**src/design/swps_pkg.sv**
```systemverilog
// ----------------------------------------------------------------------------
// Smooth weighted path select: shared definitions
// Sizes, codes and the control and status words that pass between the
// controller and the datapath.
// ----------------------------------------------------------------------------
package swps_pkg;

   localparam int NUM_GROUPS = 16;
   localparam int MAX_PATHS  = 16;

   localparam int GROUP_W  = 4;
   localparam int PATH_W   = 16;
   localparam int WEIGHT_W = 8;
   localparam int CREDIT_W = 16;
   localparam int ACTION_W = 2;
   localparam int STATUS_W = 2;

   localparam int MEM_DEPTH = NUM_GROUPS * MAX_PATHS;
   localparam int GIDX_W    = (NUM_GROUPS > 1) ? $clog2(NUM_GROUPS) : 1;
   localparam int PIDX_W    = (MAX_PATHS > 1) ? $clog2(MAX_PATHS) : 1;
   localparam int CNT_W     = $clog2(MAX_PATHS + 1);
   localparam int ADDR_W    = (MEM_DEPTH > 1) ? $clog2(MEM_DEPTH) : 1;
   localparam int SUM_W     = $clog2(MAX_PATHS * 255 + 1);
   localparam int UPD_W     = ((SUM_W > CREDIT_W) ? SUM_W : CREDIT_W) + 2;

   localparam int REQ_FIELDS_W = GROUP_W + 1 + PATH_W + WEIGHT_W + CREDIT_W;
   localparam int REQ_TDATA_W  = ((REQ_FIELDS_W + 7) / 8) * 8;
   localparam int RSP_TDATA_W  = ((PATH_W + 7) / 8) * 8;

   localparam logic [ACTION_W-1:0] ACT_LOAD   = 2'd0;
   localparam logic [ACTION_W-1:0] ACT_DELETE = 2'd1;
   localparam logic [ACTION_W-1:0] ACT_SELECT = 2'd2;

   localparam logic [STATUS_W-1:0] ST_OK        = 2'd0;
   localparam logic [STATUS_W-1:0] ST_NOT_FOUND = 2'd1;
   localparam logic [STATUS_W-1:0] ST_FULL      = 2'd2;

   typedef struct packed {
      logic              accept;
      logic              rd_en;
      logic              rd_upd;
      logic [PIDX_W-1:0] rd_idx;
      logic              rsp_sel;
   } swps_cmd_type;

   typedef struct packed {
      logic             sel_start;
      logic [CNT_W-1:0] count;
   } swps_stat_type;

   function automatic logic [ADDR_W-1:0] swps_addr(input logic [GIDX_W-1:0] gidx,
                                                   input logic [PIDX_W-1:0] pidx);
      swps_addr = ADDR_W'(gidx) * ADDR_W'(MAX_PATHS) + ADDR_W'(pidx);
   endfunction

endpackage

```
**src/design/swps_ctrl.sv**
```systemverilog
// ----------------------------------------------------------------------------
// Smooth weighted path select: controller
// Handshake, output valid flag and the two passes over a list for a select.
// ----------------------------------------------------------------------------
module swps_ctrl (
   input  logic                   clock,
   input  logic                   reset,
   input  logic                   req_tvalid,
   output logic                   req_tready,
   output logic                   rsp_tvalid,
   input  logic                   rsp_tready,
   input  swps_pkg::swps_stat_type stat,
   output swps_pkg::swps_cmd_type  cmd
);
   import swps_pkg::*;

   typedef enum logic [3:0] {
      S_IDLE = 4'b0001,
      S_SUM  = 4'b0010,
      S_UPD  = 4'b0100,
      S_WB   = 4'b1000
   } state_type;

   state_type         state_ff, state_in;
   logic [PIDX_W-1:0] idx_ff, idx_in;
   logic              rsp_valid_ff, rsp_valid_in;
   logic              accept;
   logic              last;

   assign req_tready = (state_ff == S_IDLE) && (!rsp_valid_ff || rsp_tready);
   assign accept     = req_tready && req_tvalid;
   assign last       = (CNT_W'(idx_ff) + CNT_W'(1)) == stat.count;
   assign rsp_tvalid = rsp_valid_ff;

   always_comb begin
      state_in    = state_ff;
      idx_in      = idx_ff;
      cmd.accept  = accept;
      cmd.rd_en   = 1'b0;
      cmd.rd_upd  = 1'b0;
      cmd.rd_idx  = idx_ff;
      cmd.rsp_sel = 1'b0;
      case (state_ff)
         S_IDLE: begin
            idx_in = '0;
            if (accept && stat.sel_start) begin
               state_in = S_SUM;
            end
         end
         S_SUM: begin
            cmd.rd_en = 1'b1;
            if (last) begin
               state_in = S_UPD;
               idx_in   = '0;
            end else begin
               idx_in = idx_ff + PIDX_W'(1);
            end
         end
         S_UPD: begin
            cmd.rd_en  = 1'b1;
            cmd.rd_upd = 1'b1;
            if (last) begin
               state_in = S_WB;
               idx_in   = '0;
            end else begin
               idx_in = idx_ff + PIDX_W'(1);
            end
         end
         S_WB: begin
            cmd.rsp_sel = 1'b1;
            state_in    = S_IDLE;
         end
         default: begin
            state_in = S_IDLE;
         end
      endcase
   end

   always_comb begin
      rsp_valid_in = rsp_valid_ff;
      if ((accept && !stat.sel_start) || cmd.rsp_sel) begin
         rsp_valid_in = 1'b1;
      end else if (rsp_tready) begin
         rsp_valid_in = 1'b0;
      end
   end

   always_ff @(posedge clock) begin
      if (reset) begin
         state_ff     <= S_IDLE;
         idx_ff       <= '0;
         rsp_valid_ff <= 1'b0;
      end else begin
         state_ff     <= state_in;
         idx_ff       <= idx_in;
         rsp_valid_ff <= rsp_valid_in;
      end
   end

   a_sel_enters_sum: assert property (@(posedge clock) disable iff (reset)
      (accept && stat.sel_start) |=> (state_ff == S_SUM))
      else $error("select did not start the sum pass");

   a_out_empty_in_pass: assert property (@(posedge clock) disable iff (reset)
      ((state_ff == S_SUM) || (state_ff == S_UPD)) |-> !rsp_valid_ff)
      else $error("result word pending while a select is at work");

   a_wb_gives_word: assert property (@(posedge clock) disable iff (reset)
      (state_ff == S_WB) |=> (rsp_valid_ff && (state_ff == S_IDLE)))
      else $error("select finished without a result word");

   a_idx_in_list: assert property (@(posedge clock) disable iff (reset)
      ((state_ff == S_SUM) || (state_ff == S_UPD)) |-> (CNT_W'(idx_ff) < stat.count))
      else $error("entry index beyond the list");

endmodule

```
**config.mk**
```make
export PLATFORM = sky130hd
export DESIGN_NAME = swps_ctrl
export DESIGN_NICKNAME = d
export VERILOG_FILES = /design/src/design/swps_pkg.sv /design/src/design/swps_ctrl.sv
export SDC_FILE = /design/constraint.sdc
export NUM_CORES = 1
export LEC_CHECK = 0
export BUFFER_PORTS_ARGS = -buffer_cell sky130_fd_sc_hd__buf_2
export CORE_AREA = 5 5 42 44
export DETAILED_ROUTE_END_ITERATION = 7
export DIE_AREA = 0 0 47 49
export PLACE_DENSITY_LB_ADDON = 0.15
export SKIP_LAST_GASP = 1
export SYNTH_ARGS = -nofsm -noshare
export SYNTH_HDL_FRONTEND = slang
export SYNTH_SLANG_ARGS = --single-unit
```
**constraint.sdc**
```tcl
create_clock -name clock -period 2.9 [get_ports clock]
set_input_delay 0.58 -clock clock [delete_from_list [all_inputs] [get_ports clock]]
set_output_delay 0.58 -clock clock [all_outputs]
set_load 0.02 [all_outputs]
```
==> results.json, run 1 <==
{
  "status": "complete, no violations",
  "crit_type": "flip-flop to output pin",
  "grt_pass1_wl_um": 2150,
  "mostFrequentLayoutCell": "buf_2",
  "ys_seq_area_share_pct": 31.1,
  "fin_setup_tns_ns": 0,
  "io_pins": 20,
  "yosys-top-cells-area": "dfxtp_1 31%, a22o_1 4.5%, xor2_1 4.5%",
  "hold_path.class": "primary input to flip-flop",
  "wl_um": 1250,
  "endpoint_kind": "output pin",
  "cts-resized-gates": 0,
  "synth_nets": 73,
  "port_buffers": 19,
  "holdBufCountCts": 0,
  "layout_common_cells": "19 x buf_2, 9 x dfxtp_1, 4 x nor2_1",
  "synth_warnings": 0,
  "worstSkewPairLatency_ns": 0.26,
  "power_density_nw_per_um2": 496,
  "wl_per_cell_um": 12.8,
  "drcViolationCount": 0,
  "place_hpwl_um": 985,
  "grt_max_degree": 9,
  "placed_cell_area_sq_um": 669,
  "worstPathMaxFanout": 8,
  "drt_iter0_drc": 0,
  "row_count": 14,
  "tritoncts": "yes",
  "clkSinkCount": 9,
  "cts_buffer_depth": 2,
  "grt_pass1_vias": 519,
  "dr.pass1.iters": 1,
  "fmax_mhz": 491,
  "start_util_pct": 41.3,
  "antenna_cells": 0,
  "drv_slew": 0,
  "async_flop_share_pct": 0,
  "dieArea_sq_um": 2300,
  "clk_pin_slew_ns": 0.07,
  "vias": 520,
  "synth_edf_count": 0,
  "clock_skew_ns": 0.00804,
  "finalWorstPathRequiredPeriod_ns": 2.04,
  "rsz0062_at_grt": "no",
  "slew_headroom_pct": 71.9,
  "synth-main-ff-cell": "dfxtp_1",
  "arrival_ns": 1.46,
  "fin_nets": 93,
  "synth_top_area_share_pct": 31.1,
  "setup_viol": 0,
  "final_cell_area_sq_um": 696,
  "core_area_sq_um": 1400,
  "die_h_um": 49,
  "power_leakage_nw": 0.326,
  "syn_to_final_growth_pct": 20.1,
  "yosys.area.top_type": "dfxtp_1",
  "netlist_instances": 62,
  "cp-start-kind": "flip-flop",
  "grt.overflow.total": 0,
  "cts-root-buf": "clkbuf_4",
  "syn_area_sq_um": 579,
  "maxCapViolations": 0,
  "grt_antenna_before_repair": 0,
  "avgSynthCellArea_sq_um": 9.34,
  "vdd_ir_drop_max_v": 0.000308,
  "numCtsBuffers": 3,
  "grtUsageTotal_pct": 12.8,
  "ant_nets": 0,
  "viasPerCell": 5.36,
  "ys_ff_latch": 9,
  "die_x_um": 47,
  "place.gp.congestion": 0.708,
  "finalHoldViolCount": 0,
  "layout-drive-gt1-share_pct": 34.6,
  "crit_required_ns": 2.32,
  "cts_setup_buffers": 0,
  "synth_cell_type_count": 36,
  "htreeDepth": 1,
  "worstMarginPinSlew_ns": 0.416,
  "period_share_pct": 70.3
}
metrics by stage:
step	setup WS (ns)	utilization, %	total power [W]	instances	hold slack, ns
2_1_floorplan	1.03	-	0.000223	62	0.530
4_1_cts	0.848	49.6	0.000346	97	0.549
3_5_place_dp	1.09	47.8	0.000248	93	0.533
5_1_grt	0.735	49.6	0.000363	97	0.557
3_3_place_gp	1.10	47.8	0.000246	93	0.524
6_report	0.862	49.6	0.000345	97	0.545
state kept, by name, indices dropped and copies added (netlist names):
register,count
idx_ff,4
rsp_tvalid,1
state_ff,4
worst paths after layout:
check	start	to	slack (ns)	depth (start not counted)
max	state_ff[1]	cmd[7]	0.86	3
max reg2reg	idx_ff[0]	idx_ff[0]	1.06	6
min	reset	rsp_tvalid	0.55	2
min reg2reg	idx_ff[1]	idx_ff[1]	0.55	1
synthesized netlist by cell type, types with 2 or more instances:
cell type  number
dfxtp_1         9
xor2_1          3
a22o_1          3
xnor2_1         2
nor3_1          2
nor4b_1         2
nand2_1         2
nand2b_1        3
nor2_1          4
or2b_1          2
buf_4           2
o21ai_0         3
nor2b_1         2
worst max-delay path, cell delays in order (launching register included):
cell and delay, ns:
dfxtp_1 0.38, nor4b_2 0.45, and3_1 0.21, buf_2 0.16
report_power, final:
| part | leakage [nW] | internal (W) | switching (W) |
|---|---|---|---|
| combinational | 0.238 | 0.0000435 | 0.0000543 |
| sequential | 0.0731 | 0.000132 | 0.0000151 |
| clock | 0.0150 | 0.0000530 | 0.0000467 |
kinds of logic after synthesis:
kind of cell               synth area share, %
AOI/OAI and AO/OA                         19.2
buffers and inverters                     4.96
adders and majority gates                 2.16
muxes                                     3.67
DFF                                       31.1
xor gates and xnor gates                  11.4
and+or+nand+nor                           27.4
routing by layer:
metal  wire length [um]  vias up  part of all wire [%]  track usage [%]
met5                  0        -                     0                0
met4                  8        0                  0.64             5.53
met3                 98        2                   7.9             4.80
met2                589       15                    47             20.4
met1                548      238                    44             14.8
li1                   -      265                     -                -
final cells by class:
class	count	area [sq um]
fillers	162	706
well taps	16	20.0
multi-input cells	48	370
repair buffers	19	95.1
clock buffers	4	26.3
flip-flops and latches	9	180
inverters	1	3.75
Note: power is estimated with default switching activity, not from simulation.
==> inputs of run 2 (changes only) <==
==> constraint.sdc (replaced) <==
create_clock -name clock -period 1.9 [get_ports clock]
set_input_delay 0.38 -clock clock [delete_from_list [all_inputs] [get_ports clock]]
set_output_delay 0.38 -clock clock [all_outputs]
set_load 0.02 [all_outputs]
==> results.json, run 2 (synthesis results as in run 1) <==
{
  "status": "complete, no violations",
  "power_leakage_nw": 0.336,
  "syn_to_final_growth_pct": 22.7,
  "netSwitchingFraction_pct": 32.2,
  "vdd_ir_drop_max_v": 0.000389,
  "clkSinkCount": 9,
  "holdWs_ns": 0.358,
  "rsz0062_at_grt": "no",
  "endpoint_kind": "output pin",
  "antenna_cells": 0,
  "fmax_mhz": 569,
  "grt_antenna_before_repair": 0,
  "period_share_pct": 92.4,
  "htreeDepth": 1,
  "port_buffers": 19,
  "dr.pass1.iters": 2,
  "drcViolationCount": 0,
  "reg2reg_from": "idx_ff[1]",
  "p_int_w": 0.000360,
  "grtUsageTotal_pct": 12.9,
  "die_x_um": 47,
  "die_h_um": 49,
  "crit_path_end": "cmd[7]",
  "cts_setup_buffers": 0,
  "cts-resized-gates": 0,
  "vias": 519,
  "grt_max_degree": 9,
  "layout_common_cells": "19 x buf_2, 9 x dfxtp_1, 4 x nor2_1",
  "crit_type": "flip-flop to output pin",
  "arrival_ns": 1.38,
  "dieArea_sq_um": 2300,
  "place_hpwl_um": 987,
  "cp-startpoint": "state_ff[1]",
  "slew_headroom_pct": 76.8,
  "holdBufCountCts": 0,
  "finalWorstPathRequiredPeriod_ns": 1.76,
  "reg2reg_slack_ns": 0.17,
  "clockPowerShare_pct": 27.1,
  "instances_no_fill": 99,
  "grt_pass1_wl_um": 2150,
  "cp-start-kind": "flip-flop",
  "clock_skew_ns": 0.000236,
  "numCtsBuffers": 3,
  "worstMarginPinSlew_ns": 0.343,
  "wl_per_cell_um": 12.3,
  "cts_buffer_depth": 2,
  "start_util_pct": 41.3,
  "clk_pin_slew_ns": 0.06,
  "worstSkewPairLatency_ns": 0.25,
  "wl_um": 1220,
  "crit_required_ns": 1.52,
  "mostFrequentLayoutCell": "buf_2",
  "grt.overflow.total": 0,
  "fin_util_pct": 50.7,
  "comb_power_share_pct": 30.6,
  "switching_power_w": 0.000171,
  "io_pins": 20,
  "fin_setup_tns_ns": 0,
  "finalHoldViolCount": 0,
  "row_count": 14,
  "layout-drive-gt1-share_pct": 36.1,
  "worstPathMaxFanout": 8,
  "drv_slew": 0,
  "dp_cells": 95,
  "reg2regPathDepth": 6,
  "viasPerCell": 5.24,
  "grt_pass1_vias": 515,
  "nFillCells": 148,
  "power_density_nw_per_um2": 748,
  "fin_nets": 95,
  "drt_iter0_drc": 7,
  "hold_path.class": "primary input to flip-flop",
  "tritoncts": "yes",
  "cts-root-buf": "clkbuf_4",
  "maxCapViolations": 0,
  "core_area_sq_um": 1400,
  "setup_viol": 0,
  "r2r-end": "idx_ff[0]",
  "place.gp.congestion": 0.753,
  "ant_nets": 0,
  "seqPwrFrac_pct": 42.4
}
-- run 2: changes by cell type in the layout (fill, tap and decap cells not counted), sizes merged --
| cell | delta |
|---|---|
| buf | +2 |
-- run 2: worst min path at each step --
stage | from | endpoint | slack [ns] | cells after the start
detailed placement | idx_ff[1] | idx_ff[1] | 0.52 | 1
finish | reset | rsp_tvalid | 0.36 | 2
global route | reset | rsp_tvalid | 0.37 | 2
CTS | reset | rsp_tvalid | 0.35 | 2
global placement | idx_ff[1] | idx_ff[1] | 0.52 | 1
floorplan | reset | rsp_tvalid | 0.45 | 1
-- run 2: area by class of cell --
cell class | instances | area [sq um] | area share (%)
clock buffers | 4 | 26.3 | 3.70
inverters | 1 | 3.75 | 0.528
multi-input cells | 48 | 370 | 52.1
flip-flops and latches | 9 | 180 | 25.4
well taps | 16 | 20.0 | 2.82
repair buffers | 21 | 110 | 15.5
-- run 2: per-layer routing --
metal / up-vias / part of all wire, % / track usage (%)
li1: 269 / - / -
met1: 237 / 46 / 15.5
met2: 13 / 48 / 19.5
met3: 0 / 5.8 / 5.54
met4: 0 / 0 / 5.53
met5: - / 0 / 0
-- run 2: power groups by stage --
stage / clock network, W / registers (W) / logic [W]
floorplan: 0 / 0.000220 / 0.000120
global placement: 0 / 0.000228 / 0.000161
detailed placement: 0 / 0.000228 / 0.000164
CTS: 0.000154 / 0.000224 / 0.000164
global route: 0.000163 / 0.000228 / 0.000180
finish: 0.000144 / 0.000225 / 0.000163
-- run 2: worst max-delay path: stages, from the launching register on --
cell and delay [ns]:
dfxtp_1 0.39, nor4b_2 0.38, and3_1 0.20, buf_2 0.16
-- run 2: stage by stage --
step	total power, W	setup WS, ns	instance area [sq um]
floorplan	0.000341	0.128	579
global placement	0.000389	0.251	684
detailed placement	0.000392	0.194	684
CTS	0.000542	0.131	711
global route	0.000571	0.0303	711
finish	0.000531	0.144	711
==> inputs of run 3 (changes only) <==
--- a/config.mk
+++ b/config.mk
@@ -6,10 +6,11 @@
 export NUM_CORES = 1
 export LEC_CHECK = 0
 export BUFFER_PORTS_ARGS = -buffer_cell sky130_fd_sc_hd__buf_2
-export CORE_AREA = 5 5 42 44
+export CORE_AREA = 2 2 39 41
 export DETAILED_ROUTE_END_ITERATION = 7
-export DIE_AREA = 0 0 47 49
+export DIE_AREA = 0 0 41 43
 export PLACE_DENSITY_LB_ADDON = 0.15
+export REMOVE_ABC_BUFFERS = 1
 export SKIP_LAST_GASP = 1
 export SYNTH_ARGS = -nofsm -noshare
 export SYNTH_HDL_FRONTEND = slang
==> results.json, run 3 (synthesis results as in run 1) <==
{
  "io_pins": 20,
  "dr_wl_met3_um": 72,
  "antenna_cells": 0,
  "hold_depth": 2,
  "slowest_stage": "dfxtp_1",
  "m1WireLength_um": 514,
  "holdBufCountCts": 0,
  "grtUsageTotal_pct": 16.8,
  "endpoint_kind": "flip-flop",
  "tritoncts": "yes",
  "place.gp.congestion": 0.713,
  "fin_util_pct": 52.0,
  "port_buffers": 19,
  "ant_nets": 0,
  "clock_skew_ns": 0.00311,
  "reg2reg_from": "idx_ff[1]",
  "start_util_pct": 41.9,
  "layout_common_cells": "19 x buf_2, 9 x dfxtp_1, 4 x nor2_1",
  "core_area_sq_um": 1380,
  "hold_path.class": "primary input to flip-flop",
  "path_depth": 6,
  "syn_to_final_growth_pct": 24.2,
  "dr.pass1.iters": 3,
  "cp_top_family": "compound AO/OA/AOI/OAI gates",
  "worstPathCellList": "ha_1 -> or2b_1 -> and2_0 -> o2111a_2 -> a21oi_2 -> mux2_2",
  "routed-wl-met2_um": 591,
  "power_density_nw_per_um2": 752,
  "netSwitchingFraction_pct": 32.5,
  "dp_cells": 94,
  "cts-root-buf": "clkbuf_4",
  "numCtsBuffers": 3,
  "rsz0062_at_grt": "no",
  "top_layer_used": "met4",
  "worstSkewPairLatency_ns": 0.26,
  "grt.overflow.total": 0,
  "grt_max_degree": 9,
  "status": "complete, no violations",
  "finalWorstPathRequiredPeriod_ns": 1.74,
  "reg2reg_slack_ns": 0.16,
  "slew_headroom_pct": 75.1,
  "holdWs_ns": 0.352,
  "p_int_w": 0.000365,
  "die_x_um": 41,
  "power_w": 0.000541,
  "fmax_mhz": 576,
  "crit_path_end": "idx_ff[0]",
  "instances_no_fill": 99,
  "drv_slew": 0,
  "die_h_um": 43,
  "grt_pass1_vias": 508,
  "layout-drive-gt1-share_pct": 36.1,
  "mostFrequentLayoutCell": "buf_2",
  "reg2regPathDepth": 6,
  "period_share_pct": 91.3,
  "dieArea_sq_um": 1760,
  "clkSinkCount": 9,
  "wl_um": 1190,
  "r2r-end": "idx_ff[0]",
  "vdd_ir_drop_max_v": 0.000375,
  "htreeDepth": 1,
  "maxCapViolations": 0,
  "clockPowerShare_pct": 27.1,
  "switching_power_w": 0.000176,
  "worstPathMaxFanout": 5,
  "power_leakage_nw": 0.346,
  "crit_type": "flip-flop to flip-flop",
  "seqPwrFrac_pct": 42.2,
  "setup_viol": 0,
  "place_hpwl_um": 962,
  "finalHoldViolCount": 0,
  "drt_iter0_drc": 5,
  "grt_antenna_before_repair": 0,
  "drcViolationCount": 0,
  "cp-start-kind": "flip-flop",
  "cts_buffer_depth": 2,
  "worstMarginPinSlew_ns": 0.368,
  "clk_pin_slew_ns": 0.06,
  "comb_power_share_pct": 30.7,
  "arrival_ns": 1.94,
  "row_count": 14,
  "cp-startpoint": "idx_ff[1]",
  "crit_required_ns": 2.10,
  "grt_pass1_wl_um": 1970,
  "vias": 525,
  "crit_path_max_incr_delay_ns": 0.37,
  "wl_per_cell_um": 12.1,
  "crit_buf_inv": 0,
  "fin_setup_tns_ns": 0,
  "fin_nets": 95,
  "viasPerCell": 5.30
}
## run 3: cell count changes in the layout (fill, tap and decap cells not counted)
cell	before	now
nor4b_2	1	0
nor4b_4	0	1
## run 3: area by class of cell
type | instances | area, sq um
clock buffer | 4 | 26.3
timing repair buffer | 21 | 110
tap | 16 | 20.0
inverter | 1 | 3.75
multi-input combinational | 48 | 379
fill | 149 | 664
sequential | 9 | 180
## run 3: timing repair
action	CTS	global route
cloned	0	0
pin swaps	0	1
resized for setup	1	0
setup endpoints to repair	1	1
setup buffers	0	1
## run 3: worst reg2reg max path, cell delays in order, from the launching register on
cell and delay (ns):
dfxtp_1 0.37, ha_1 0.23, or2b_1 0.25, and2_0 0.15, o2111a_2 0.27, a21oi_2 0.23
mux2_2 0.18
## run 3: worst min path at each step
stage                     startpoint          to  slack, ns
after floorplan                reset  rsp_tvalid       0.45
after global placement     idx_ff[1]   idx_ff[1]       0.50
after detailed placement   idx_ff[1]   idx_ff[1]       0.53
after CTS                      reset  rsp_tvalid       0.35
after global routing           reset  rsp_tvalid       0.35
final                          reset  rsp_tvalid       0.35
## run 3: power by group through the flow
| stage | Combinational [W] | Sequential [W] | Clock, W |
|---|---|---|---|
| final | 0.000166 | 0.000228 | 0.000147 |
| after global routing | 0.000185 | 0.000231 | 0.000166 |
| after CTS | 0.000159 | 0.000229 | 0.000153 |
| after detailed placement | 0.000151 | 0.000230 | 0 |
| after global placement | 0.000148 | 0.000230 | 0 |
| after floorplan | 0.000101 | 0.000229 | 0 |
## run 3: routing by layer
metal	vias to the layer above	track usage [%]
li1	269	-
met1	236	18.0
met2	18	27.8
met3	2	3.66
met4	0	10.0
met5	-	0
## run 3: through the flow
| step | cell area, sq um | setup WS [ns] |
|---|---|---|
| global placement | 677 | 0.225 |
| global route | 719 | 0.0239 |
| finish | 719 | 0.165 |
| floorplan | 554 | 0.128 |
| CTS | 712 | 0.0765 |
| detailed placement | 677 | 0.182 |
